$ cat src/design/spi_pkg.sv
// ---------------------------------------------------------------------------
// spi_pkg: shared types for the segment / plane intersection block
// Payload structs, the status codes and the queue entry format.
// ---------------------------------------------------------------------------
package spi_pkg;

    localparam int IDX_BITS    = 10;
    localparam int IDX_DEPTH   = 2 ** IDX_BITS;
    localparam int CRD_BITS    = 16;
    localparam int HIT_BITS    = 32;
    localparam int QUEUE_DEPTH = 4;

    typedef enum logic [2:0] {
        ST_NONE     = 3'd0,
        ST_CROSS    = 3'd1,
        ST_COPLANAR = 3'd2,
        ST_TOUCH_Q  = 3'd3,
        ST_TOUCH_R  = 3'd4
    } t_status;

    typedef enum logic {
        REQ_WRITE = 1'b0,
        REQ_QUERY = 1'b1
    } t_req_kind;

    typedef struct packed {
        logic                        req_type;
        logic [IDX_BITS-1:0]         index_a;
        logic [IDX_BITS-1:0]         index_b;
        logic [IDX_BITS-1:0]         index_c;
        logic signed [CRD_BITS-1:0]  point_x;
        logic signed [CRD_BITS-1:0]  point_y;
        logic signed [CRD_BITS-1:0]  point_z;
        logic signed [CRD_BITS-1:0]  end_x;
        logic signed [CRD_BITS-1:0]  end_y;
        logic signed [CRD_BITS-1:0]  end_z;
    } t_req;

    typedef struct packed {
        logic [2:0]                  status;
        logic                        point_valid;
        logic signed [HIT_BITS-1:0]  hit_x;
        logic signed [HIT_BITS-1:0]  hit_y;
        logic signed [HIT_BITS-1:0]  hit_z;
        logic [1:0]                  largest_axis;
    } t_rsp;

    // one classified item between front and back: vertices already fetched
    typedef struct packed {
        logic                        wr;
        logic [2:0][CRD_BITS-1:0]    a;
        logic [2:0][CRD_BITS-1:0]    b;
        logic [2:0][CRD_BITS-1:0]    c;
        logic [2:0][CRD_BITS-1:0]    q;
        logic [2:0][CRD_BITS-1:0]    r;
    } t_item;

endpackage

$ cat src/design/spi_queue.sv
// ---------------------------------------------------------------------------
// spi_queue: front to back decoupling queue
// Small FIFO of fetched items.
// ---------------------------------------------------------------------------
module spi_queue (
    input  logic            i_clk,
    input  logic            i_rst_n,
    input  logic            i_valid,
    input  spi_pkg::t_item  i_item,
    output logic            o_ready,
    output logic            o_valid,
    output spi_pkg::t_item  o_item,
    input  logic            i_pop
);
    localparam int PW = $clog2(spi_pkg::QUEUE_DEPTH);

    spi_pkg::t_item r_buf [spi_pkg::QUEUE_DEPTH];
    logic [PW-1:0]  r_wp, r_rp;
    logic [PW:0]    r_cnt;
    logic           w_push, w_pop;

    assign o_ready = r_cnt != (PW+1)'(spi_pkg::QUEUE_DEPTH);
    assign o_valid = r_cnt != '0;
    assign o_item  = r_buf[r_rp];
    assign w_push  = i_valid && o_ready;
    assign w_pop   = i_pop && o_valid;

    always_ff @(posedge i_clk) begin
        if (w_push) begin
            r_buf[r_wp] <= i_item;
        end
    end

    always_ff @(posedge i_clk) begin
        if (!i_rst_n) begin
            r_wp  <= '0;
            r_rp  <= '0;
            r_cnt <= '0;
        end else begin
            if (w_push) begin
                r_wp <= r_wp + 1'b1;
            end
            if (w_pop) begin
                r_rp <= r_rp + 1'b1;
            end
            if (w_push && !w_pop) begin
                r_cnt <= r_cnt + 1'b1;
            end else if (w_pop && !w_push) begin
                r_cnt <= r_cnt - 1'b1;
            end
        end
    end
endmodule

$ cat config.mk
export PLATFORM = sky130hd
export DESIGN_NAME = spi_queue
export DESIGN_NICKNAME = d
export VERILOG_FILES = /design/src/design/spi_pkg.sv /design/src/design/spi_queue.sv
export SDC_FILE = /design/constraint.sdc
export NUM_CORES = 1
export LEC_CHECK = 0
export BUFFER_PORTS_ARGS = -buffer_cell sky130_fd_sc_hd__buf_4
export CAP_MARGIN = 20
export CORE_MARGIN = 3
export CORE_UTILIZATION = 42
export DETAILED_ROUTE_END_ITERATION = 12
export HOLD_SLACK_MARGIN = 0.1
export PLACE_DENSITY = 0.71
export SLEW_MARGIN = 20
export SYNTH_ARGS = -nofsm -noshare
export SYNTH_HDL_FRONTEND = slang
export SYNTH_SLANG_ARGS = --single-unit
$ cat constraint.sdc
create_clock -name i_clk -period 9.8 [get_ports i_clk]
set_input_delay 1.47 -clock i_clk [delete_from_list [all_inputs] [get_ports i_clk]]
set_output_delay 1.47 -clock i_clk [all_outputs]
set_load 0.01 [all_outputs]
==> summary.txt <==
Global route
  • Total Routing Usage GR: 0.162
  • Initial antenna violation count: 8
  • GR Overflow Total: 0
  • Vias in the first global route: between 15,000 and 20,000
  • Pin count of the biggest net entering global routing: 130
  • First-pass GRT wire length: 107 mm

Synth
  • Gate Count Post-Synth: between 1,000 and 1,500
  • Number of library cell types mapped by synthesis: 22
  • Syn. warnings: 0
  • Mean post-synth cell area: approximately 27 µm²
  • Cell area after synthesis: 35,300 µm²
  • Yosys reg bits: 973
  • Sequential fraction of the synthesis area: 0.826
  • Syn_nets: 1,558

Clock tree
  • CTS tree: done
  • Max clock buf depth: 3
  • CTS clk-pin slew, worst paths: approximately 0.06 ns
  • Worst-Skew Late Latency: 0.62 ns
  • # resized after CTS: 0
  • Sinks on Clock Net: ~1,000
  • Hold_buf cts: 0
  • Total CTS buffers: 97
  • CTS Root Cell: clkbuf_16
  • Setup bufs post-CTS: 0
  • H-tree levels: 3

Cells and area
  • Finished Cell Area: between 40,000 and 50,000 µm²
  • Share of cells above drive strength 1: 0.461
  • Syn-to-layout area delta: 23.0%
  • Final nets: between 2,000 and 2,500

Critical path
  • Critical path's slowest cell: dfxtp_4
  • Worst-path maximum fanout: between 70 and 80
  • Critical Path RT: between 8 and 9 ns
  • Startpoint types: register
  • CP endpoint kind: output port
  • Cell Chain, Critical Path: buf_4 -> buf_12 -> mux4_2 -> buf_4
  • CP Class: register to output port
  • Crit path DAT: around 3.7 ns
  • Max incr delay on CP: slightly above 0.8 ns
  • CP most frequent cell: buf_4

STA
  • RSZ-0062 raised after global routing: false
  • Final setup vio count: 0
  • Slew @ Worst Pin: between 1 and 1.5 ns
  • Slew Viols, Final: 0
  • Max Clock Freq: 194 MHz
  • Clock skew: 0.0114 ns
  • Final min period: ~5.2 ns
  • Setup_tns: 0 ns
  • Final Hold Fails: 0
  • Period Utilization, post-route: 0.526
  • Slew HR: 0.291

Drt
  • Initial DRT Pass Iterations: 5
  • Final WL: 72.1 mm
  • DRC: 0
  • Via Count: about 16,000
  • Drt first-iter violations: approximately 1,000
  • Routed wire per std cell: around 24 µm
  • Routed vias/inst: about 5.3
  • DRT antenna net count: 0

Min path
  • Hold Crit Class: register to register

Floorplanning
  • Placement Rows: about 110
  • Die height: between 200 and 300 µm
  • Core Footprint: 82,600 µm²
  • Starting Density: 0.427
  • # IOs: 488
  • Die width: between 200 and 300 µm
  • Die ar.: ~90,000 µm²

Placed design
  • Placed cell area: between 40,000 and 50,000 µm²
  • Input/output buffers: a little under 500
  • Placer Congestion: approximately 0.74
  • DP HPWL: 44.6 mm

Pwr
  • Power per cell area: approximately 270 nW/µm²
  • Worst vdd ir: approximately 240 µV
  • Leak pwr: ~14 nW

Run status
  • Status: finished, final reports clean

Run
  • Max cap viols: 0
[worst paths after layout]
kind / start / cells after the start / to / slack [ns]
worst min-delay path: r_wp[0] / 2 / r_wp[0] / 0.53
worst max-delay path: register / 4 / o_item[174] / 4.64
worst min register to register: r_wp[0] / 2 / r_wp[0] / 0.53
worst max register to register: r_cnt[0] / 5 / r_buf[2][145] / 6.24
[cell families after synthesis]
| group | after synthesis | share of synthesized area |
|---|---|---|
| AO/OA/AOI/OAI | 5 | 0.00114 |
| XOR/XNOR | 4 | 0.000994 |
| adder cells (fa/ha/maj) | 6 | 0.00234 |
| buffers and inverters | 58 | 0.0118 |
| flip-flops | 973 | 0.826 |
| multiplexers | 244 | 0.155 |
| AND/OR/NAND/NOR | 17 | 0.00259 |
[worst max-delay path: cells and delay by family, from the launching register on]
| kind | cells | cell delay (ns) |
|---|---|---|
| buf+inv | 3 | 1.40 |
| mux | 1 | 0.61 |
| flops | 1 | 0.81 |
[registers in the layout, summed over array words and instances, names as in the netlist, named ones only]
| signal | flops |
|---|---|
| r_rp | 2 |
| r_buf | 964 |
| r_cnt | 3 |
| r_wp | 2 |
[cells in the final DEF, fill, tap and decap left out, types with 2 or more instances in the layout]
| master | synthesis | final |
|---|---|---|
| edfxtp_1 | 964 | 964 |
| buf_4 | 0 | 504 |
| mux4_2 | 241 | 241 |
| clkbuf_16 | 0 | 99 |
| clkinv_1 | 0 | 26 |
| bufinv_16 | 0 | 15 |
| clkinv_2 | 0 | 14 |
| clkbuf_1 | 7 | 14 |
| dfxtp_1 | 9 | 7 |
| diode_2 | 0 | 5 |
| nand2_1 | 5 | 5 |
| ha_1 | 5 | 5 |
| and2_4 | 0 | 4 |
| and2_1 | 8 | 4 |
| buf_12 | 0 | 4 |
| inv_1 | 3 | 3 |
| xnor2_1 | 3 | 3 |
| mux2i_1 | 3 | 3 |
| clkinv_8 | 0 | 3 |
| or3_1 | 2 | 2 |
| dfxtp_4 | 0 | 2 |
| inv_16 | 0 | 2 |
| clkbuf_8 | 0 | 2 |
| clkinv_4 | 0 | 2 |
[stage by stage]
stage	utilization	hold WS, ns	setup WS, ns	power [mW]	instances
final	0.525	0.535	4.64	11.7	3013
after global placement	0.485	0.477	5.20	8.08	2830
after global routing	0.525	0.557	4.28	12.2	3010
after detailed placement	0.485	0.527	5.19	8.12	2830
after floorplan	-	0.468	1.90	6.97	1307
after CTS	0.525	0.536	4.46	11.9	3008
[synth_stat cells]
master,number,area share
fa_1,1,0.00057
buf_2,26,0.0037
o21ai_0,1,0.00014
o31ai_1,1,0.00021
mux2i_1,3,0.00085
xor2_1,1,0.00025
edfxtp_1,964,0.82
nor2b_1,1,0.00018
o311ai_0,1,0.00025
clkbuf_1,7,0.00075
inv_1,3,0.00032
a21boi_0,1,0.00021
ha_1,5,0.0018
nor2_1,1,0.00011
dfxtp_1,9,0.0051
mux4_2,241,0.15
and2_1,8,0.0014
buf_6,22,0.0070
a21boi_2,1,0.00032
nand2_1,5,0.00053
xnor2_1,3,0.00075
or3_1,2,0.00035
[power by group]
group | switching, mW | total (mW) | internal (mW)
clock | 1.50 | 3.76 | 2.26
sequential | 0.140 | 5.20 | 5.06
combinational | 1.35 | 2.78 | 1.42
total | 2.99 | 11.7 | 8.74
[final cells by class]
class / count / area, µm²
Fill cell: 6233 / 39300
Inverter: 3 / 11.3
Multi-Input combinational cell: 276 / 5720
Clock buffer: 115 / 2560
Timing Repair Buffer: 508 / 3860
Clock inverter: 63 / 733
Sequential cell: 973 / 29100
Antenna cell: 5 / 12.5
Tap cell: 1070 / 1340
[routing by layer]
layer	up-vias	share of wire	GRT usage
met5	-	0.00069	0
met4	6	0.022	0.0472
met1	8410	0.38	0.209
met2	601	0.50	0.264
li1	6807	-	-
met3	106	0.099	0.0556
No activity file was read; power rests on OpenSTA's default activity.
